$ cat config.mk
export PLATFORM = sky130hd
export DESIGN_NAME = lswc_point
export DESIGN_NICKNAME = d
export VERILOG_FILES = /design/src/design/lswc_pkg.sv /design/src/design/lswc_point.sv
export SDC_FILE = /design/constraint.sdc
export NUM_CORES = 1
export LEC_CHECK = 0
export BUFFER_PORTS_ARGS = -buffer_cell sky130_fd_sc_hd__buf_2
export CORE_MARGIN = 10
export CORE_UTILIZATION = 35
export DETAILED_ROUTE_END_ITERATION = 8
export SYNTH_ARGS = -nofsm -noshare
export SYNTH_HDL_FRONTEND = slang
export SYNTH_SLANG_ARGS = --single-unit
$ cat constraint.sdc
create_clock -name clock -period 5.9 [get_ports clock]
set_input_delay 0.59 -clock clock [delete_from_list [all_inputs] [get_ports clock]]
set_output_delay 0.59 -clock clock [all_outputs]
set_load 0.1 [all_outputs]
$ cat src/design/lswc_pkg.sv
// ---------------------------------------------------------------------------
// Line segment window clip package
// Shared types and constants for the pipelined parametric segment clipper.
// ---------------------------------------------------------------------------
package lswc_pkg;

   localparam int CoordWidth = 12;
   localparam int DiffWidth  = CoordWidth + 1;
   localparam int NumEdges   = 4;
   localparam int CsrIndexWidth = 2;

   typedef logic signed [CoordWidth-1:0] coord_type;
   typedef logic signed [DiffWidth-1:0]  diff_type;

   localparam logic [CsrIndexWidth-1:0] CsrWindowLeft   = 2'd0;
   localparam logic [CsrIndexWidth-1:0] CsrWindowBottom = 2'd1;
   localparam logic [CsrIndexWidth-1:0] CsrWindowRight  = 2'd2;
   localparam logic [CsrIndexWidth-1:0] CsrWindowTop    = 2'd3;

   localparam coord_type WindowLeftReset   = -12'sd70;
   localparam coord_type WindowBottomReset = -12'sd50;
   localparam coord_type WindowRightReset  = 12'sd70;
   localparam coord_type WindowTopReset    = 12'sd50;

   typedef struct packed {
      coord_type start_x;
      coord_type start_y;
      coord_type end_x;
      coord_type end_y;
   } req_type;

   typedef struct packed {
      logic      visible;
      coord_type clipped_start_x;
      coord_type clipped_start_y;
      coord_type clipped_end_x;
      coord_type clipped_end_y;
   } rsp_type;

   // Per-edge classification of the direction and distance terms.
   typedef struct packed {
      logic p_neg;
      logic p_zero;
      logic q_neg;
      logic sat;
   } edge_flags_type;

   typedef struct packed {
      coord_type x1;
      coord_type y1;
      diff_type  dx;
      diff_type  dy;
      edge_flags_type [NumEdges-1:0] flags;
   } side_type;

endpackage

$ cat src/design/lswc_point.sv
// ---------------------------------------------------------------------------
// Endpoint interpolation
// Multiplies u1 and u2 by one axis delta, then adds the base and truncates.
// ---------------------------------------------------------------------------
module lswc_point import lswc_pkg::*; #(
   parameter int FRAC_BITS = 16
) (
   input  logic               clock,
   input  logic               load_mul,
   input  logic               load_out,
   input  coord_type          base,
   input  diff_type           delta,
   input  logic [FRAC_BITS:0] u_entry,
   input  logic [FRAC_BITS:0] u_exit,
   input  logic               keep,
   output coord_type          point_start,
   output coord_type          point_end
);

   localparam int ProdWidth = FRAC_BITS + 1 + DiffWidth + 1;
   localparam int SumWidth  = FRAC_BITS + CoordWidth + 3;
   localparam logic signed [SumWidth-1:0] Bias = SumWidth'((1 << FRAC_BITS) - 1);

   logic signed [ProdWidth-1:0] prod_lo_ff, prod_hi_ff;
   coord_type                   base_ff;
   coord_type                   start_ff, start_in, end_ff, end_in;

   function automatic coord_type to_coord(input coord_type b,
                                          input logic signed [ProdWidth-1:0] p);
      logic signed [SumWidth-1:0] sum, adj, shifted;
      sum = (SumWidth'(b) <<< FRAC_BITS) + SumWidth'(p);
      // Truncate toward zero.
      adj = sum[SumWidth-1] ? sum + Bias : sum;
      shifted = adj >>> FRAC_BITS;
      return shifted[CoordWidth-1:0];
   endfunction

   always_ff @(posedge clock) begin
      if (load_mul) begin
         prod_lo_ff <= signed'({1'b0, u_entry}) * delta;
         prod_hi_ff <= signed'({1'b0, u_exit}) * delta;
         base_ff    <= base;
      end
   end

   assign start_in = keep ? to_coord(base_ff, prod_lo_ff) : '0;
   assign end_in   = keep ? to_coord(base_ff, prod_hi_ff) : '0;

   always_ff @(posedge clock) begin
      if (load_out) begin
         start_ff <= start_in;
         end_ff   <= end_in;
      end
   end

   assign point_start = start_ff;
   assign point_end   = end_ff;

endmodule

; ---- After elaboration in Yosys (flattened, before gate mapping)
; Index checks and enable logic that the tools add are counted.
[totals]
out_inout_bits = 24
inputBits = 63
ff_bits = 98
[classes]
multipliers = 2
n_addsub = 4
n_mux = 2
[op_table]
columns = op, count
row1 = $add A28 B31 Y31, 2
row2 = $mul A18 B13 Y31, 2
row3 = $add A28 B17 Y28 const B, 2
row4 = $mux W28, 2

; ---- Depth between registers and ports, before layout
[logic_depth]
ltp_word = 3
ltp_mapped = 23
ltp_nobuf = 22

; ---- Worst setup path after synthesis
; Ideal clock, no wire load.
[synth_timing]
kind = input -> register
start = input delta[1]
end = register prod_hi_ff[30] (data pin)
arrival_time_ns = 5.648
path_buffers = 1
cell_stages = 21
path_slack_ns = -0.008
path_cell_list = clkbuf_1 and2_1 fa_1 inv_1 fa_1 inv_1 fa_1 inv_1 fa_1 inv_1 fa_1 ha_1 ha_1 a21oi_1 o211ai_1 a21boi_1 nor3_1 o41ai_1 o2111ai_1 a21oi_1 xnor2_1
[synth_via]
elab_chain_len = 1
[synth_lines]
columns = item, line
row1 = start: declaration, lswc_point.sv:12  ; input diff_type delta,
row2 = $mul A18 B13 Y31, lswc_point.sv:41  ; prod_hi_ff <= signed'({1'b0, u_exit}) * delta;
row3 = end signal: assignment, lswc_point.sv:41
row4 = end: declaration, lswc_point.sv:24  ; logic signed [ProdWidth-1:0] prod_lo_ff, prod_hi_ff;
; No other way between the ends.
; A chain may end at the register's enable or synchronous reset.

; ---- Final worst setup path
[layout_timing]
start = input delta[2]
end = register prod_hi_ff[30] (data pin)
; The elaborated chain is that of the path after synthesis.

==> flow_metrics.tcl <==
set metrics [dict create \
    outcome "complete, no violations" \
    synthArstFlopShare_pct 0 \
    num-nets-final 2859 \
    slowest_stage "fa_1" \
    clock.fmax_mhz 173 \
    start_util_pct 35.3 \
    timing.critical_path.cells "buf_4 -> buf_4 -> and2_1 -> fa_1 -> inv_1 -> fa_1 -> inv_1 -> fa_1 -> fa_1 -> fa_1 -> ha_1 -> ha_1 -> inv_1 -> o31ai_1 -> o211ai_1 -> a221oi_2 -> o41ai_2 -> buf_4 -> o2111ai_1 -> a21oi_1 -> xnor2_1" \
    finalCritPeriodShare_pct 97.9 \
    grt_pass1_wl_um 79700 \
    min-delay-path-class "input pin to register" \
    worst_margin_pin_slew_ps 912 \
    routabilityCongestion 0.863 \
    cp.required_ps 6010 \
    die_area_um2 65400 \
    critPathArrivalTime_ps 5890 \
    clock_tree.buffer_depth 2 \
    setup.worst_path.start_class "input pin" \
    worst-path-max-fanout 23 \
    detailroute.via_count 14217 \
    rows 86 \
    antenna_cells_inserted 0 \
    drive_gt1_share_pct 14.9 \
    cp-startpoint "delta[2]" \
    num_io_pins 87 \
    cts.htree.levels 3 \
    critPathTopFamily "adder cells" \
    globalRouteTotalUtil_pct 14.7 \
    critical_path.most_common_cell "fa_1" \
    timing.max_slew.rel_slack_pct 39.2 \
    area.growth.synth_to_final_pct 16.1 \
    final_cell_mix "inv_1 (343), fa_1 (331), nand2_1 (252)" \
    tritoncts.num_buffers 9 \
    reg2reg_depth 10 \
    synthDistinctLibCells 62 \
    cpPeakStageDelay_ps 520 \
    layout.core_utilization_pct 41.0 \
    final-hold-violation-count 0 \
    portBuffers 86 \
    layout.cells.most_common "inv_1" \
    cts.clk_slew.worst_paths_ps 70 \
    wl_per_cell_um 15.7 \
    dp_hpwl_um 40100 \
    clock_sink_count 98 \
    mappedNetlistArea_um2 19500 \
    worst_skew_pair.late_latency_ps 350 \
    grt_antenna_before_repair 1 \
    placeableCoreArea_um2 55100 \
    die_y_um 256 \
    r2r_slack_ps 2530 \
    timing.max_cap.violations 0 \
    synth.yosys.seq_area_share_pct 15.1 \
    timing.critical_path.depth 21 \
    crit_path_end "prod_hi_ff[30]" \
    via_per_inst 4.77 \
    root_buf_cell "clkbuf_16" \
    hold_path_startpoint "base[5]" \
    finalWorstPathRequiredPeriod_ps 5780 \
    post_synth.cell_area_avg_um2 9.71 \
    r2r-start "base_ff[0]" \
    cts_tree "built" \
    netlist_instances 2004 \
    totalNegativeSetupSlack_ps 0 \
    number_of_global_route_vias_before_repair 15451 \
    totalWireLength_um 46900 \
    yosys_most_used_dff "edfxtp_1" \
    timing.clock.skew_ps 5.79 \
    drt-initial-drc-count 731 \
    dr_drc_count 0 \
    final-setup-viol-count 0 \
    r2r-end "point_end[4]" \
    synth_edf_count 98 \
    ys_seq_elements 98 \
    ant_nets 0 \
    grt_start_max_net_pins 75 \
    die_x_um 256 \
    worstPathBufferInverterCount 6 \
    timing.final.max_slew_violations 0 \
    critical_path_class "input pin to register" \
    synth_warnings 0 \
    timing.critical_path.to_type "register" \
    nets_in_the_synthesized_netlist 2637 \
    drtPass1Iterations 4 \
    overflow 0 \
]
-- metal layers --
metal	part of all wire, %	routed length, µm	vias to the layer above	global-route usage (%)
met5	0.028	13	-	0
met4	1.7	800	2	3.37
met3	5.2	2430	53	2.45
met2	45	21100	316	23.2
met1	48	22500	7047	20.8
li1	-	-	6799	-
-- state kept, by name, summed over array words and instances, names as in the netlist --
name,count
prod_lo_ff,31
base_ff,12
point_end,12
prod_hi_ff,31
point_start,12
-- synthesized netlist by cell type, types with 2 or more instances --
library cell / number / area share (%)
a2111oi_4: 2 / 0.28
a211o_1: 3 / 0.14
a211oi_1: 8 / 0.31
a21boi_0: 2 / 0.077
a21boi_1: 2 / 0.077
a21o_1: 32 / 1.2
a21oi_1: 58 / 1.5
a221oi_1: 2 / 0.090
a31oi_1: 5 / 0.16
and2_1: 191 / 6.1
and3_1: 5 / 0.16
and3_2: 3 / 0.12
clkbuf_1: 78 / 1.5
edfxtp_1: 98 / 15
fa_1: 332 / 34
ha_1: 238 / 15
inv_1: 343 / 6.6
mux2i_1: 3 / 0.15
nand2_1: 252 / 4.9
nand2b_1: 20 / 0.64
nand3_1: 16 / 0.41
nand4_1: 18 / 0.58
nor2_1: 50 / 0.96
nor2b_1: 30 / 0.96
nor3_1: 17 / 0.44
nor4_1: 11 / 0.35
o2111ai_1: 3 / 0.14
o211a_1: 2 / 0.10
o211ai_1: 6 / 0.23
o21a_1: 9 / 0.35
o21ai_0: 25 / 0.64
o21ai_1: 3 / 0.077
o21bai_1: 10 / 0.39
o31ai_1: 4 / 0.15
o41ai_1: 3 / 0.14
or3_1: 10 / 0.32
or4_1: 3 / 0.12
xnor2_1: 62 / 2.8
xor2_1: 22 / 0.99
-- layout make-up --
cell class,instances,area (µm²)
Fill cell,5463,32500
Inverter,343,1290
Tap cell,748,936
Multi-Input combinational cell,1483,15000
Sequential cell,98,2940
Clock inverter,6,67.6
Clock buffer,9,225
Timing Repair Buffer,291,2140
-- repair_timing --
item / in CTS / in global routing
setup buffers: 0 / 1
hold buffers: 0 / 0
setup endpoints to repair: 0 / 20
gates resized for setup: 0 / 27
-- logic make-up after synthesis --
logic type,count (synthesis),synth area share (%)
AO/OA/AOI/OAI,194,6.92
XOR/XNOR,84,3.78
adder cells (fa/ha/maj),570,49.5
buffers and inverters,423,8.20
flip-flops,98,15.1
multiplexers,3,0.154
AND/OR/NAND/NOR,632,16.4
-- per-stage QoR --
| step | worst slack (ps) | instance area (µm²) | hold slack [ps] | cells |
|---|---|---|---|---|
| final | 121 | 22600 | 414 | 2978 |
| after global routing | -42.4 | 22600 | 396 | 2978 |
| after CTS | 42.0 | 22500 | 393 | 2977 |
| after detailed placement | -343 | 22200 | 768 | 2962 |
| after global placement | -281 | 22200 | 769 | 2962 |
| after floorplan | 27.0 | 19500 | 689 | 2004 |
-- worst min-delay path by stage --
stage | to | slack (ps) | cells past startpoint
4_1_cts | base_ff[7] | 390 | 1
3_3_place_gp | base_ff[4] | 770 | 1
2_1_floorplan | base_ff[0] | 690 | 0
3_5_place_dp | base_ff[4] | 770 | 1
6_report | base_ff[5] | 410 | 1
5_1_grt | base_ff[7] | 400 | 1
Power is not shown: default switching activity piles up to over one toggle a cycle in this logic, so the estimate is an artifact.
