--- config.mk ---
export PLATFORM = sky130hd
export DESIGN_NAME = lswc_div
export DESIGN_NICKNAME = d
export VERILOG_FILES = /design/src/design/lswc_pkg.sv /design/src/design/lswc_div.sv
export SDC_FILE = /design/constraint.sdc
export NUM_CORES = 1
export LEC_CHECK = 0
export BUFFER_PORTS_ARGS = -buffer_cell sky130_fd_sc_hd__buf_2
export CORE_AREA = 10 10 273 275
export CTS_BUF_LIST = sky130_fd_sc_hd__clkbuf_4 sky130_fd_sc_hd__clkbuf_8
export DETAILED_ROUTE_END_ITERATION = 7
export DIE_AREA = 0 0 283 285
export GPL_TIMING_DRIVEN = 0
export PLACE_DENSITY_LB_ADDON = 0.08
export SLEW_MARGIN = 25
export SYNTH_ARGS = -nofsm -noshare
export SYNTH_HDL_FRONTEND = slang
export SYNTH_SLANG_ARGS = --single-unit
--- constraint.sdc ---
create_clock -name clock -period 3.9 [get_ports clock]
set_input_delay 0.78 -clock clock [delete_from_list [all_inputs] [get_ports clock]]
set_output_delay 0.78 -clock clock [all_outputs]
set_load 0.1 [all_outputs]
--- src/design/lswc_pkg.sv ---
// ---------------------------------------------------------------------------
// Line segment window clip package
// Shared types and constants for the pipelined parametric segment clipper.
// ---------------------------------------------------------------------------
package lswc_pkg;

   localparam int CoordWidth = 12;
   localparam int DiffWidth  = CoordWidth + 1;
   localparam int NumEdges   = 4;
   localparam int CsrIndexWidth = 2;

   typedef logic signed [CoordWidth-1:0] coord_type;
   typedef logic signed [DiffWidth-1:0]  diff_type;

   localparam logic [CsrIndexWidth-1:0] CsrWindowLeft   = 2'd0;
   localparam logic [CsrIndexWidth-1:0] CsrWindowBottom = 2'd1;
   localparam logic [CsrIndexWidth-1:0] CsrWindowRight  = 2'd2;
   localparam logic [CsrIndexWidth-1:0] CsrWindowTop    = 2'd3;

   localparam coord_type WindowLeftReset   = -12'sd70;
   localparam coord_type WindowBottomReset = -12'sd50;
   localparam coord_type WindowRightReset  = 12'sd70;
   localparam coord_type WindowTopReset    = 12'sd50;

   typedef struct packed {
      coord_type start_x;
      coord_type start_y;
      coord_type end_x;
      coord_type end_y;
   } req_type;

   typedef struct packed {
      logic      visible;
      coord_type clipped_start_x;
      coord_type clipped_start_y;
      coord_type clipped_end_x;
      coord_type clipped_end_y;
   } rsp_type;

   // Per-edge classification of the direction and distance terms.
   typedef struct packed {
      logic p_neg;
      logic p_zero;
      logic q_neg;
      logic sat;
   } edge_flags_type;

   typedef struct packed {
      coord_type x1;
      coord_type y1;
      diff_type  dx;
      diff_type  dy;
      edge_flags_type [NumEdges-1:0] flags;
   } side_type;

endpackage

--- src/design/lswc_div.sv ---
// ---------------------------------------------------------------------------
// Pipelined restoring divider
// Produces one quotient bit per stage of |q| * 2^F / |p| for |q| < 2|p|.
// ---------------------------------------------------------------------------
module lswc_div import lswc_pkg::*; #(
   parameter int FRAC_BITS = 16
) (
   input  logic                 clock,
   input  logic [FRAC_BITS:0]   load,
   input  logic [DiffWidth-1:0] divisor,
   input  logic [DiffWidth-1:0] dividend,
   output logic [FRAC_BITS:0]   quotient
);

   localparam int Steps    = FRAC_BITS + 1;
   localparam int RemWidth = DiffWidth + 1;

   logic [RemWidth-1:0]  rem_ff [Steps];
   logic [DiffWidth-1:0] dvs_ff [Steps];
   logic [FRAC_BITS:0]   quo_ff [Steps];

   for (genvar j = 0; j < Steps; j++) begin : g_step
      logic [RemWidth-1:0]  rem_prev;
      logic [DiffWidth-1:0] dvs_prev;
      logic [FRAC_BITS:0]   quo_prev;
      logic                 take;
      logic [RemWidth-1:0]  rem_in;
      logic [FRAC_BITS:0]   quo_in;

      if (j == 0) begin : g_first
         assign rem_prev = {1'b0, dividend};
         assign dvs_prev = divisor;
         assign quo_prev = '0;
      end else begin : g_next
         assign rem_prev = rem_ff[j-1];
         assign dvs_prev = dvs_ff[j-1];
         assign quo_prev = quo_ff[j-1];
      end

      assign take   = rem_prev >= {1'b0, dvs_prev};
      assign rem_in = (take ? (rem_prev - {1'b0, dvs_prev}) : rem_prev) << 1;
      assign quo_in = {quo_prev[FRAC_BITS-1:0], take};

      always_ff @(posedge clock) begin
         if (load[j]) begin
            rem_ff[j] <= rem_in;
            dvs_ff[j] <= dvs_prev;
            quo_ff[j] <= quo_in;
         end
      end
   end

   assign quotient = quo_ff[Steps-1];

endmodule

# == Word level (Yosys, flattened, before mapping) ==
# Memories as Yosys holds them, arrays and structs flattened.
# Cells that the tools add are included.
# word_totals
regBits,0
ramBits,731
inputBits,44
output_inout_bits,17
elab_cells,88
mem_count,3
# op_classes
addsub,17
order_cmp,17
mux,51
# mem_list
memory,words,width,rd,rd_clocked_by_memory_dff,write_ports,line,text
quo_ff,17,17,17,0,17,lswc_div.sv:20,logic [FRAC_BITS:0] quo_ff [Steps];
dvs_ff,17,13,16,0,17,lswc_div.sv:19,logic [DiffWidth-1:0] dvs_ff [Steps];
rem_ff,17,13,16,0,17,lswc_div.sv:18,logic [RemWidth-1:0] rem_ff [Steps];
# ops
op,count
>= comparator 14 x 13 -> 1 bit,16
2-to-1 mux 13 bit,17
subtractor 13 bit,17
2-to-1 mux 1 bit,34
>= comparator 13 bit,1

# == Logic depth before layout (Yosys ltp) ==
# An unclocked memory read counts as a cell.
# depth
ltp_word,3
mapped_depth,11
mapped_depth_nobuf,10

# == Least setup slack after synthesis ==
# No wires, ideal clock.
# synth_path
kind,in2reg
from,input port divisor[6]
to,memory rem_ff[0][10] in the netlist's numbering (data pin)
setup_time_ns,0.260
t_arrival_ns,2.673
required_time_ns,3.640
setup_slack_ns,0.967
path_stages,9
n_path_buf,1
path_cell_list,inv_1 > ha_1 > a21oi_2 > o21bai_1 > a21o_1 > or2_1 > a221o_1 > buf_6 > mux2_4
# synth_lines
item,line,text
from (decl),lswc_div.sv:10,"input logic [DiffWidth-1:0] divisor,"
to (decl),lswc_div.sv:18,

==> impl_metrics.csv <==
group,metric,value,unit
timing,tns,0,ps
synthesis,synth_area_leader_cell,"edfxtp_1",
worst_hold_path,timing.hold.worst.start,"divisor[6]",
setup_path,crit_buf_inv,1,
setup_path,critical_path_arrival,3540,ps
global_route,globalRouteTotalUtil,0.165,
setup_path,timing.critical_path.to_type,"register",
synthesis,synth_cells,2542,
synthesis,ys_top_cells_by_area,"edfxtp_1 (56%), ha_1 (9.0%), mux2_2 (3.5%), inv_1 (3.4%), a21oi_1 (3.1%)",
synthesis,yosysSeqAreaShare,0.557,
power,irDropWorstVdd,278,uV
final_layout,final_cell_mix,"edfxtp_1 (569), inv_1 (279), ha_1 (220), a21oi_1 (190), nor2_1 (158)",
final_layout,design_area,34100,um^2
floorplanning,floorplan.die_area,80700,um^2
timing,period_share,0.797,
placed_design,estimated_wirelength_of_the_detail_placed_design,51400,um
setup_path,critical_path.slowest_cell,"a211oi_2",
routing,routedWlPerCell,18.3,um
status,run_status,"completed",
clock_tree,cts_max_level,3,
placed_design,dpl_cell_area,32100,um^2
final_layout,finish.net_count,2982,
synthesis,ys_async_sr_fraction,0,
timing,rsz0062_at_grt,"no",
setup_path,cp_cell_sequence,"ha_1 -> nor2b_1 -> o31a_1 -> nor3_1 -> o21ai_1 -> a211oi_2 -> buf_4 -> mux2_2",
final_layout,layout.cells.most_common,"edfxtp_1",
timing,timing_worst_slew_pin_value,937,ps
final_layout,layout.core_utilization,0.492,
clock_tree,clkSlewWorstSetupHoldPaths,60,ps
routing,final_antenna_net_count,0,
clock_tree,cts.sinks,569,
global_route,grt_antenna_before_repair,3,
timing,timing.final.crit_period,3110,ps
routing,detail_route.vias_per_cell,5.32,
placed_design,io_buffers,60,
timing,clk_skew,35.9,ps
routing,first_pass_iters,5,
global_route,maximum_number_of_pins_on_one_net_before_global_route_repair,43,
final_layout,post_route_cells_drive_above_1_share,0.132,
routing,total_wirelength_of_the_detailed_routed_design,68100,um
synthesis,avgSynthCellArea,12.1,um^2
synthesis,post_syn_nets,2822,
timing,slew-limit-headroom,0.375,
clock_tree,cts_post_setup_buffers_inserted,0,
synthesis,ys_ff_latch,569,
power,power-per-cell-area,772,nW/um^2
clock_tree,holdBufCountCts,0,
clock_tree,clockRootBuffer,"clkbuf_8",
clock_tree,clock_tree.buffer_depth,3,
timing,timing.final.setup_violations,0,
synthesis,netlist_area,30700,um^2
timing,final-max-slew-violation-count,0,
setup_path,path_class,"register to register",
floorplanning,placementRows,97,
setup_path,family_of_cells_with_the_greatest_summed_delay_on_the_critical_path,"compound AO/OA/AOI/OAI gates",
floorplanning,die-width,283,um
setup_path,critical_path_fanouts_max,10,
setup_path,startpoint,"rem_ff[0][157]",
clock_tree,post_cts_resized,0,
setup_path,kind_of_start_point_of_the_critical_path,"register",
synthesis,synth_top_area_frac,0.557,
clock_tree,tritoncts,"built",
setup_path,cp_data_required_time,4330,ps
power,cellLeakagePower,13.7,nW
clock_tree,worstSkewPairLatency,690,ps
run,timing.max_cap.violations,0,
global_route,grt_first_pass_wirelength,107000,um
floorplanning,die_height,285,um
placed_design,routabilityCongestion,0.859,
routing,route.detailed.drc,0,
timing,hold_viol_final,0,
routing,vias,19800,
synthesis,synth_cell_type_count,81,
synthesis,yosys_most_used_dff,"edfxtp_1",
setup_path,setup.reg_to_reg.worst_slack,790,ps
final_layout,fillerInstances,6124,
floorplanning,io_pins,61,
worst_hold_path,timing.hold.worst.class,"input port to register",
synthesis,synth-warning-count,0,
synthesis,synth_edf_count,569,
global_route,globalRoute.totalOverflow,0,
routing,drtIter0Drc,1079,
power,total_power,26.3,mW
setup_path,critPathMaxStageDelay,480,ps
floorplanning,fp.coreArea,69300,um^2
clock_tree,tritoncts.num_buffers,98,
timing,max_clock_freq,322,MHz
global_route,first_global_vias,19800,
floorplanning,initial_core_utilization,0.443,
final_layout,layout-area-overhead-vs-synth,11.2,%
setup_path,critical_path.reg2reg.startpoint,"rem_ff[0][157]",
-- path summary, 6_finish.rpt --
kind / endpoint / cells after the start
max: rem_ff[0][180] / 8
min: dvs_ff[0][6] / 1
max reg2reg: rem_ff[0][180] / 8
min reg2reg: quo_ff[0][120] / 0
-- synthesized netlist by cell type (9+ instances only) --
cell	number
a211o_1	12
a211oi_1	14
a21o_1	46
a21oi_1	190
a31oi_1	21
and2_1	11
and3_1	23
and4_1	9
clkbuf_1	21
edfxtp_1	569
fa_1	16
ha_1	220
inv_1	279
mux2_2	94
mux2_4	9
mux2i_1	20
nand2_1	126
nand2b_1	23
nand3_1	31
nand4_1	15
nor2_1	158
nor2b_1	49
nor3_1	53
o2111ai_1	12
o211ai_1	12
o21a_1	59
o21ai_0	120
o31a_1	30
o31ai_1	12
or2_2	16
or3_1	12
xnor2_1	61
xor2_1	46
-- final cells by class --
| class | count | area, um^2 | area share |
|---|---|---|---|
| Sequential cell | 569 | 17100 | 0.501 |
| Antenna cell | 1 | 2.50 | 0.0000734 |
| Multi-Input combinational cell | 1652 | 12300 | 0.361 |
| Tap cell | 940 | 1180 | 0.0345 |
| Timing Repair Buffer | 60 | 308 | 0.00903 |
| Inverter | 279 | 1050 | 0.0307 |
| Clock buffer | 130 | 1600 | 0.0468 |
| Buffer | 42 | 244 | 0.00716 |
| Clock inverter | 45 | 338 | 0.00991 |
-- flip-flops by register name, summed over array words and instances (netlist names) --
name / count
quo_ff: 153
rem_ff: 208
dvs_ff: 208
-- metal layers --
layer	up-vias	wire [um]	global-route usage
met5	-	27	0
met4	4	2190	0.0678
met3	127	2640	0.0279
met2	389	35600	0.303
met1	9490	27700	0.188
li1	9785	-	-
-- cell families (layout without fill, tap and decap cells) --
family / after synthesis / count (layout) / share of synthesized area
compound gates: 622 / 622 / 0.133
flops: 569 / 569 / 0.557
simple gates: 564 / 564 / 0.0919
buf+inv: 321 / 556 / 0.0421
fa+ha+maj: 236 / 236 / 0.100
mux: 123 / 123 / 0.0454
xor+xnor: 107 / 107 / 0.0306
other cells: 0 / 1 / 0
-- through the flow --
step           hold slack, ps  std cells  setup slack (ps)
4_1_cts                   204       3717               788
3_3_place_gp              401       3542               527
3_5_place_dp              405       3542               516
6_report                  287       3718               792
2_1_floorplan             400       2542               967
5_1_grt                   238       3718               654
-- power by group --
| group | internal, mW | leakage (nW) | switching, mW |
|---|---|---|---|
| clock | 2.93 | 1.01 | 2.44 |
| sequential | 8.87 | 5.55 | 0.839 |
| combinational | 4.97 | 7.19 | 6.26 |
| total | 16.8 | 13.7 | 9.54 |
No activity file was read; power rests on OpenSTA's default activity.
