`src/design/lswc_pkg.sv`:
```
// ---------------------------------------------------------------------------
// Line segment window clip package
// Shared types and constants for the pipelined parametric segment clipper.
// ---------------------------------------------------------------------------
package lswc_pkg;

   localparam int CoordWidth = 12;
   localparam int DiffWidth  = CoordWidth + 1;
   localparam int NumEdges   = 4;
   localparam int CsrIndexWidth = 2;

   typedef logic signed [CoordWidth-1:0] coord_type;
   typedef logic signed [DiffWidth-1:0]  diff_type;

   localparam logic [CsrIndexWidth-1:0] CsrWindowLeft   = 2'd0;
   localparam logic [CsrIndexWidth-1:0] CsrWindowBottom = 2'd1;
   localparam logic [CsrIndexWidth-1:0] CsrWindowRight  = 2'd2;
   localparam logic [CsrIndexWidth-1:0] CsrWindowTop    = 2'd3;

   localparam coord_type WindowLeftReset   = -12'sd70;
   localparam coord_type WindowBottomReset = -12'sd50;
   localparam coord_type WindowRightReset  = 12'sd70;
   localparam coord_type WindowTopReset    = 12'sd50;

   typedef struct packed {
      coord_type start_x;
      coord_type start_y;
      coord_type end_x;
      coord_type end_y;
   } req_type;

   typedef struct packed {
      logic      visible;
      coord_type clipped_start_x;
      coord_type clipped_start_y;
      coord_type clipped_end_x;
      coord_type clipped_end_y;
   } rsp_type;

   // Per-edge classification of the direction and distance terms.
   typedef struct packed {
      logic p_neg;
      logic p_zero;
      logic q_neg;
      logic sat;
   } edge_flags_type;

   typedef struct packed {
      coord_type x1;
      coord_type y1;
      diff_type  dx;
      diff_type  dy;
      edge_flags_type [NumEdges-1:0] flags;
   } side_type;

endpackage

```
`src/design/lswc_clip.sv`:
```
// ---------------------------------------------------------------------------
// Edge test stage
// Runs the left, right, bottom and top tests in order and registers u1, u2.
// ---------------------------------------------------------------------------
module lswc_clip import lswc_pkg::*; #(
   parameter int FRAC_BITS = 16
) (
   input  logic                          clock,
   input  logic                          load,
   input  logic [FRAC_BITS:0]            quotient [NumEdges],
   input  edge_flags_type [NumEdges-1:0] flags,
   output logic [FRAC_BITS:0]            u_entry,
   output logic [FRAC_BITS:0]            u_exit,
   output logic                          pass
);

   localparam logic [FRAC_BITS+1:0] SatMag = (FRAC_BITS+2)'((1 << FRAC_BITS) + 1);
   localparam logic signed [FRAC_BITS+2:0] One = (FRAC_BITS+3)'(1 << FRAC_BITS);

   logic [FRAC_BITS:0] lo_ff, lo_in, hi_ff, hi_in;
   logic               pass_ff, pass_in;

   always_comb begin
      logic signed [FRAC_BITS+2:0] lo, hi, r;
      logic [FRAC_BITS+1:0]        mag;
      lo = '0;
      hi = One;
      pass_in = 1'b1;
      for (int e = 0; e < NumEdges; e++) begin
         // A quotient of 2.0 or more behaves exactly like one just above 1.0.
         mag = flags[e].sat ? SatMag : {1'b0, quotient[e]};
         r = (flags[e].p_neg ^ flags[e].q_neg) ? -signed'({1'b0, mag})
                                                : signed'({1'b0, mag});
         if (pass_in) begin
            if (flags[e].p_zero) begin
               if (flags[e].q_neg) pass_in = 1'b0;
            end else if (flags[e].p_neg) begin
               if (r > hi) pass_in = 1'b0;
               else if (r > lo) lo = r;
            end else begin
               if (r < lo) pass_in = 1'b0;
               else if (r < hi) hi = r;
            end
         end
      end
      lo_in = lo[FRAC_BITS:0];
      hi_in = hi[FRAC_BITS:0];
   end

   always_ff @(posedge clock) begin
      if (load) begin
         lo_ff   <= lo_in;
         hi_ff   <= hi_in;
         pass_ff <= pass_in;
      end
   end

   assign u_entry = lo_ff;
   assign u_exit  = hi_ff;
   assign pass    = pass_ff;

endmodule

```
`config.mk`:
```
export PLATFORM = sky130hd
export DESIGN_NAME = lswc_clip
export DESIGN_NICKNAME = d
export VERILOG_FILES = /design/src/design/lswc_pkg.sv /design/src/design/lswc_clip.sv
export SDC_FILE = /design/constraint.sdc
export NUM_CORES = 1
export LEC_CHECK = 0
export BUFFER_PORTS_ARGS = -buffer_cell sky130_fd_sc_hd__clkbuf_2
export CAP_MARGIN = 20
export CORE_ASPECT_RATIO = 1.25
export CORE_MARGIN = 3
export CORE_UTILIZATION = 35
export DETAILED_ROUTE_END_ITERATION = 8
export SLEW_MARGIN = 40
export SYNTH_ARGS = -nofsm -noshare
export SYNTH_HDL_FRONTEND = slang
export SYNTH_SLANG_ARGS = --single-unit
```
`constraint.sdc`:
```
create_clock -name clock -period 10.3 [get_ports clock]
set_clock_uncertainty 0.2 [all_clocks]
set_input_delay 0.515 -clock clock [delete_from_list [all_inputs] [get_ports clock]]
set_output_delay 0.515 -clock clock [all_outputs]
set_load 0.01 [all_outputs]
```
-- After elaboration in Yosys (flattened, before gate mapping)
Index checks and enable logic that the tools add are counted.
- multiplexer cells: 68
- bitwise logic cells: 4
- order comparisons: 16
- add/sub/neg operators: 4
- operators by type and width (cell ; number):
    $mux 19 ; 32
    $mux 17 ; 14
    $gt 19x19->1 ; 6
    $lt 19x19->1 ; 6
    $neg 17->19 ; 4
    $mux 1 ; 22
    $gt 19x1->1 const B ; 1
    $gt 19x18->1 const B ; 1
    $lt 19x1->1 const B ; 1
    $lt 19x18->1 const B ; 1
    $xor 1x1->1 ; 4
- flip-flop bits (word level): 35
- logic and storage cells: 95
- output and inout port bits: 35

-- Depth between registers and ports, before layout
Gate-level depths: netlist of run 1.
- depth after elaboration: 26
- depth in mapped cells: 50
- mapped depth without buffers: 43

-- Worst setup path before layout of run 1
OpenSTA, ideal clock, no wires.
- path type: input to register
- start point: in quotient[54] (netlist bit)
- end point: reg hi_ff[11] (netlist: u_exit[11]), data pin
- slack: 0.527 ns
- arrival time: 9.311 ns
- setup time: 0.262 ns
- cell stages on the path: 44
- path through: nor4_4 and3_1 buf_4 nand2_1 a2111o_1 inv_1 buf_1 o21ai_0 inv_1 ha_1 nor2b_1 o21a_1 o21a_1 o21ai_0 a21oi_1 a211oi_1 o21ai_0 a21oi_1 [8 not listed] ha_1 nand2_1 nor2_1 nand2_1 o311ai_0 mux2i_1 or4_1 nor2_2 buf_4 mux2i_1 ha_1 o21ai_0 a211oi_1 a2111oi_0 a31oi_1 or4_1 buf_4 mux2_1
- longest elaborated chain between the ends: 26
- ends and longest elaborated chain (what ; line ; source):
    start: declaration ; lswc_clip.sv:10 ; input logic [FRAC_BITS:0] quotient [NumEdges],
    $mux 17 * ; lswc_clip.sv:31 ; mag = flags[e].sat ? SatMag : {1'b0, quotient[e]};
    $neg 17->19 ; lswc_clip.sv:32 ; r = (flags[e].p_neg ^ flags[e].q_neg) ? -signed'({1'b0, mag})
    $mux 19 * ; lswc_clip.sv:32 ;
    $lt 19x18->1 ; lswc_clip.sv:42 ; else if (r < hi) hi = r;
    $mux 19 ; lswc_clip.sv:42 ;
    $mux 19 ; lswc_clip.sv:41 ; if (r < lo) pass_in = 1'b0;
    $mux 19 ; lswc_clip.sv:37 ; end else if (flags[e].p_neg) begin
    $mux 19 ; lswc_clip.sv:35 ; if (flags[e].p_zero) begin
    [11 not listed] ; -- ;
    $mux 19 ; lswc_clip.sv:34 ; if (pass_in) begin
    $lt 19x19->1 ; lswc_clip.sv:42 ;
    $mux 17 ; lswc_clip.sv:42 ;
    $mux 17 ; lswc_clip.sv:41 ;
    $mux 17 ; lswc_clip.sv:37 ;
    $mux 17 ; lswc_clip.sv:35 ;
    $mux 17 * ; lswc_clip.sv:34 ;
    net hi_in[11] ; lswc_clip.sv:20 ; logic [FRAC_BITS:0] lo_ff, lo_in, hi_ff, hi_in;
    end signal: assignment ; lswc_clip.sv:53 ; hi_ff <= hi_in;
    end: declaration ; lswc_clip.sv:20 ;
Mark *: on every way through the listed nets, which the timed path passes. The rest lies on a longest branch.
A chain may end at the register's enable or synchronous reset.

-- Worst setup path in the final report of run 1
- start point: in quotient[59] (netlist bit)
- end point: reg hi_ff[0] (netlist: u_exit[0]), data pin
Same word-level chain as after synthesis.

==> results of run 1 <==
[path summary, 6_finish.rpt]
path | startpoint | to | depth (start not counted) | slack (ns)
hold / removal | flags[14] | pass | 2 | 0.38
setup / recovery | quotient[59] | u_exit[0] | 45 | 0.43
[power by group]
group          internal (mW)  switching [mW]
Clock                 0.0878          0.0572
Sequential             0.173         0.00415
Combinational          0.242           0.327
[per-layer routing]
layer,global-route usage,up-vias,part of all wire
met2,0.4069,306,0.50
met5,0,-,0
met4,0.09895,0,0.048
met3,0.01293,61,0.048
met1,0.2746,4233,0.41
li1,-,4611,-
[synth_stat cells (4+ instances only)]
| library cell | number | area (um2) |
|---|---|---|
| a21oi_1 | 72 | 360.4 |
| nand2_1 | 107 | 401.6 |
| a21o_1 | 10 | 75.07 |
| xnor2_1 | 25 | 219.0 |
| a211oi_1 | 13 | 97.59 |
| or2_2 | 13 | 81.33 |
| nand3_1 | 41 | 205.2 |
| nor2_1 | 87 | 326.6 |
| mux2i_1 | 45 | 450.4 |
| ha_1 | 118 | 1476 |
| or4_1 | 8 | 60.06 |
| o21ai_0 | 71 | 355.3 |
| o21bai_1 | 8 | 60.06 |
| nand2b_1 | 10 | 62.56 |
| and2_1 | 7 | 43.79 |
| xor2_1 | 8 | 70.07 |
| o31ai_1 | 18 | 135.1 |
| o22ai_1 | 19 | 118.9 |
| buf_2 | 6 | 30.03 |
| clkbuf_1 | 33 | 123.9 |
| nor3_1 | 46 | 230.2 |
| nand4_1 | 19 | 118.9 |
| nor2b_1 | 20 | 125.1 |
| o21a_1 | 12 | 90.09 |
| buf_4 | 4 | 30.03 |
| a31oi_1 | 31 | 193.9 |
| a221oi_1 | 4 | 35.03 |
| and3_1 | 19 | 118.9 |
| nand3b_1 | 8 | 60.06 |
| a22oi_1 | 5 | 37.54 |
| or3_1 | 15 | 93.84 |
| nor4_1 | 13 | 81.33 |
| and4_1 | 7 | 61.31 |
| edfxtp_1 | 35 | 1051 |
| inv_1 | 62 | 232.7 |
| o211ai_1 | 8 | 60.06 |
[logic make-up after synthesis]
kind of cell    count (synthesis)
simple gates                  434
fa+ha+maj                     118
xor+xnor                       33
other cells                     1
flops                          35
compound gates                306
mux                            50
buf+inv                       110
[critical path, delay by kind of cell]
family	cells	cell delay (ns)
AND/OR/NAND/NOR	14	3.43
buffers and inverters	7	1.13
AO/OA/AOI/OAI	18	3.06
multiplexers	2	0.34
adder cells (fa/ha/maj)	4	1.16
[sequential cells by signal (all words and copies together) (netlist names)]
signal	flops
pass	1
u_entry	17
u_exit	17
[final cells by class]
type,count,area (um2),share of cell area
inverters,63,236.5,0.02302
clock buffers,5,125.1,0.01218
flip-flops and latches,35,1051,0.1023
well taps,279,349.1,0.03398
multi-input cells,944,6556,0.6382
repair buffers,295,1939,0.1888
clock inverters,3,15.01,0.001462
[what timing repair did]
action | in CTS | in global routing
hold buffers | 0 | 0
hold endpoints to repair | 0 | 0
endpoints found under the setup margin | 0 | 35
resized for setup | 0 | 24
[metrics by stage]
stage	std cells	util	worst slack, ns	hold WS, ns	TNS [ns]
floorplan	1089	-	0.5273	0.4275	0
global placement	1616	0.4588	0.1216	0.6724	0
detailed placement	1616	0.4595	-0.07063	0.6727	-0.5885
CTS	1624	0.4659	0.2015	0.3724	0
global route	1624	0.4702	-0.07519	0.3927	-1.305
finish	1624	0.4702	0.4349	0.3829	0
==> results_dict.tcl, run 1 <==
set metrics [dict create \
    maxSlewHeadroom 0.4392 \
    syn_to_final_growth_pct 29.76 \
    drcViolationCount 0 \
    grt_usage 0.2257 \
    die_x_um 140.5 \
    cpPeakStageDelay_ns 0.53 \
    fin_crit_sh 0.9578 \
    drtPass1Iterations 5 \
    coreArea_um2 21850 \
    grt_pass1_wl_um 45080 \
    final_antenna_net_count 0 \
    routabilityCongestion 1.005 \
    drt-initial-drc-count 550 \
    yosys_warnings 0 \
    synth_top_family_by_area "simple AND/OR/NAND/NOR gates" \
    synthAdderAreaFrac 0.1865 \
    crit_path_end_kind "register" \
    power_mw 0.8918 \
    async_flop_share 0 \
    post_dp_cell_area_um2 10040 \
    muxShareOfSynthArea 0.06401 \
    dp_hpwl_um 25250 \
    synth_area_per_cell_um2 7.283 \
    rows 60 \
    grt_max_degree 36 \
    worst_path_max_delay_cell "or4_4" \
    vdd_ir_drop_max_uv 106.7 \
    synth-compound-area-share 0.2442 \
    synth_ff_type "edfxtp_1" \
    final_cell_area_um2 10270 \
    final_cell_mix "buf_4, clkbuf_2, ha_1" \
    synth_edf_count 35 \
    overflow 0 \
    post-cts-setup-buffer-count 0 \
    slew_violations 0 \
    startpoint_type "input port" \
    fmax_mhz 101.4 \
    io_buffers 120 \
    wl_um 29240 \
    diodes 0 \
    synth_cells 1087 \
    die_area_um2 24470 \
    num_vias 9211 \
    vias_per_cell 5.672 \
    syn_area_um2 7916 \
    synth_xor_area_frac 0.03651 \
    static-leakage-power_nw 4.501 \
    path_class "in -> reg" \
    cts_htree_levels 2 \
    ctsLongestPathBuffers 2 \
    min_path_type "in -> reg" \
    synth-simple-area-share 0.2794 \
    fillers 2214 \
    cts_tree "done" \
    worst_pin_slew_ns 0.8341 \
    clock-sinks 35 \
    outcome "completed" \
    cp.arrival_ns 9.67 \
    clkTransAtPathRegs_ns 0.06 \
    synth_seq_cells 35 \
    grt_pass1_vias 8568 \
    fp.dieH_um 174.1 \
    hold_viol_final 0 \
    seq_area_frac_synth 0.1328 \
    antenna_found_initial 0 \
    finalSetupViolCount 0 \
    io_pins 121 \
    crit_required_ns 10.10 \
    final_common_cell "buf_4" \
    drive_gt1_frac 0.2572 \
    cts-root-buf "clkbuf_16" \
    crit_fanout 11 \
    cts_made_buffers 5 \
    start_util 0.3624 \
    drv_cap 0 \
    final_nets 1548 \
    fin_crit_ns 9.865 \
    wire_per_inst_um 18.00 \
    pwr_density_cell_nw_per_um2 86.81 \
    synthDistinctLibCells 74 \
]
Power figures use the tool's default switching activity.
==> inputs of run 2 (changes only) <==
Settings changed: CORE_ASPECT_RATIO 1.25 to 1.4.
==> run 2 against run 1 <==
Effect of this change:
- clock-buffer cell count unchanged
- sequential share of layout area is 0.58 points higher
- total power is 0.99% lower
- first-iteration DRC count is 2.9% lower
- via count is 3.0% lower
- combinational power is 6.3% lower
- die area hardly changed
- critical path depth down 2
- flip-flop and latch count unchanged
- worst setup slack improved by 0.14 ns
- fmax increased by 1.5%
- largest cell class unchanged
- largest power group unchanged
==> results_dict.tcl, run 2 (synthesis gave the netlist of run 1 again) <==
set metrics [dict create \
    outcome "completed" \
    post-place-ws_ns 0.05826 \
    hold_viol_final 0 \
    fp.dieH_um 183.9 \
    routabilityCongestion 1.046 \
    die_x_um 133.1 \
    path_common_cell "o21ai_0" \
    finalSetupViolCount 0 \
    final_nets 1472 \
    crit_path_end_kind "register" \
    startpoint_type "input port" \
    fin_crit_ns 9.721 \
    antenna_found_initial 0 \
    final_cell_mix "clkbuf_2, ha_1, nand2_1" \
    drive_gt1_frac 0.2120 \
    grt_usage 0.2264 \
    final_common_cell "clkbuf_2" \
    wl_met2_um 14310 \
    post_dp_cell_area_um2 9482 \
    rows 64 \
    crit_fanout 9 \
    coreArea_um2 22020 \
    drv_cap 0 \
    final_antenna_net_count 0 \
    dp_hpwl_um 24850 \
    die_area_um2 24480 \
    io_pins 121 \
    syn_to_final_growth_pct 22.81 \
    final_util 0.4415 \
    route.met3.wl_um 1213 \
    overflow 0 \
    ctsLongestPathBuffers 2 \
    start_util 0.3595 \
    stdcell_count 1566 \
    fin_ws_ns 0.5788 \
    grt_max_degree 36 \
    dp.cells 1558 \
    cts_tree "done" \
    clkTransAtPathRegs_ns 0.06 \
    dr.max_layer_used "met4" \
    maxSlewHeadroom 0.4100 \
    wl_um 28680 \
    io_buffers 120 \
    wirelength_met1_um 11250 \
    cp.arrival_ns 9.53 \
    drtPass1Iterations 5 \
    wire_per_inst_um 18.31 \
    cts_htree_levels 2 \
    clock-sinks 35 \
    grt_pass1_wl_um 44770 \
    grt_pass1_vias 8747 \
    power_mw 0.8830 \
    cts_made_buffers 5 \
    drt-initial-drc-count 534 \
    pwr_density_cell_nw_per_um2 90.82 \
    cpPeakStageDelay_ns 0.61 \
    slew_violations 0 \
    fillers 2289 \
    post-cts-setup-buffer-count 0 \
    fin_crit_sh 0.9438 \
    worst_path_max_delay_cell "or4_1" \
    fmax_mhz 102.9 \
    crit_required_ns 10.11 \
    num_vias 8936 \
    diodes 0 \
    final_cell_area_um2 9722 \
    drcViolationCount 0 \
    worst_pin_slew_ns 0.8809 \
    path_class "in -> reg" \
    vdd_ir_drop_max_uv 48.55 \
    static-leakage-power_nw 4.158 \
    cts-root-buf "clkbuf_16" \
    hold_buffers 0 \
    hold_slack_ns 0.3926 \
    min_path_type "in -> reg" \
    timing.setup.tns_ns 0 \
    vias_per_cell 5.706 \
]
[run 2: cell count changes in the layout (fill, tap and decap cells not counted), sizes merged]
cell / previous run / this run
buf: 176 / 100
bufinv: 0 / 1
clkinvlp: 1 / 0
[run 2: worst paths after layout]
path	startpoint	end	slack, ns	depth (start not counted)
max	quotient[53]	u_exit[5]	0.58	43
min	flags[14]	pass	0.39	2
[run 2: critical path, delay by kind of cell]
family          cells  cell delay (ns)
fa+ha+maj           4             1.21
buf+inv             6             0.84
simple gates       15             3.72
compound gates     17             2.83
mux                 1             0.42
[run 2: metal layers]
metal / track usage / up-vias
li1: - / 4462
met1: 0.2549 / 4100
met2: 0.4152 / 295
met3: 0.01424 / 79
met4: 0.1404 / 0
met5: 0 / -
[run 2: report_power, final]
group / internal [mW] / total, mW / switching [mW]
sequential: 0.173 / 0.177 / 0.00386
combinational: 0.215 / 0.533 / 0.318
clock: 0.114 / 0.173 / 0.0591
[run 2: cell type report]
type                       instances  area, um2  share of cell area
multi-input combinational        944       6525              0.6712
sequential                        35       1051              0.1081
timing repair buffer             219       1369              0.1408
clock inverter                     3      43.79            0.004505
clock buffer                       5      125.1             0.01287
tap                              297      371.6             0.03822
inverter                          63      236.5             0.02432
[run 2: what timing repair did]
action,in CTS,in global routing
resized for setup,0,16
setup endpoints to repair,0,35
hold endpoints to repair,0,0
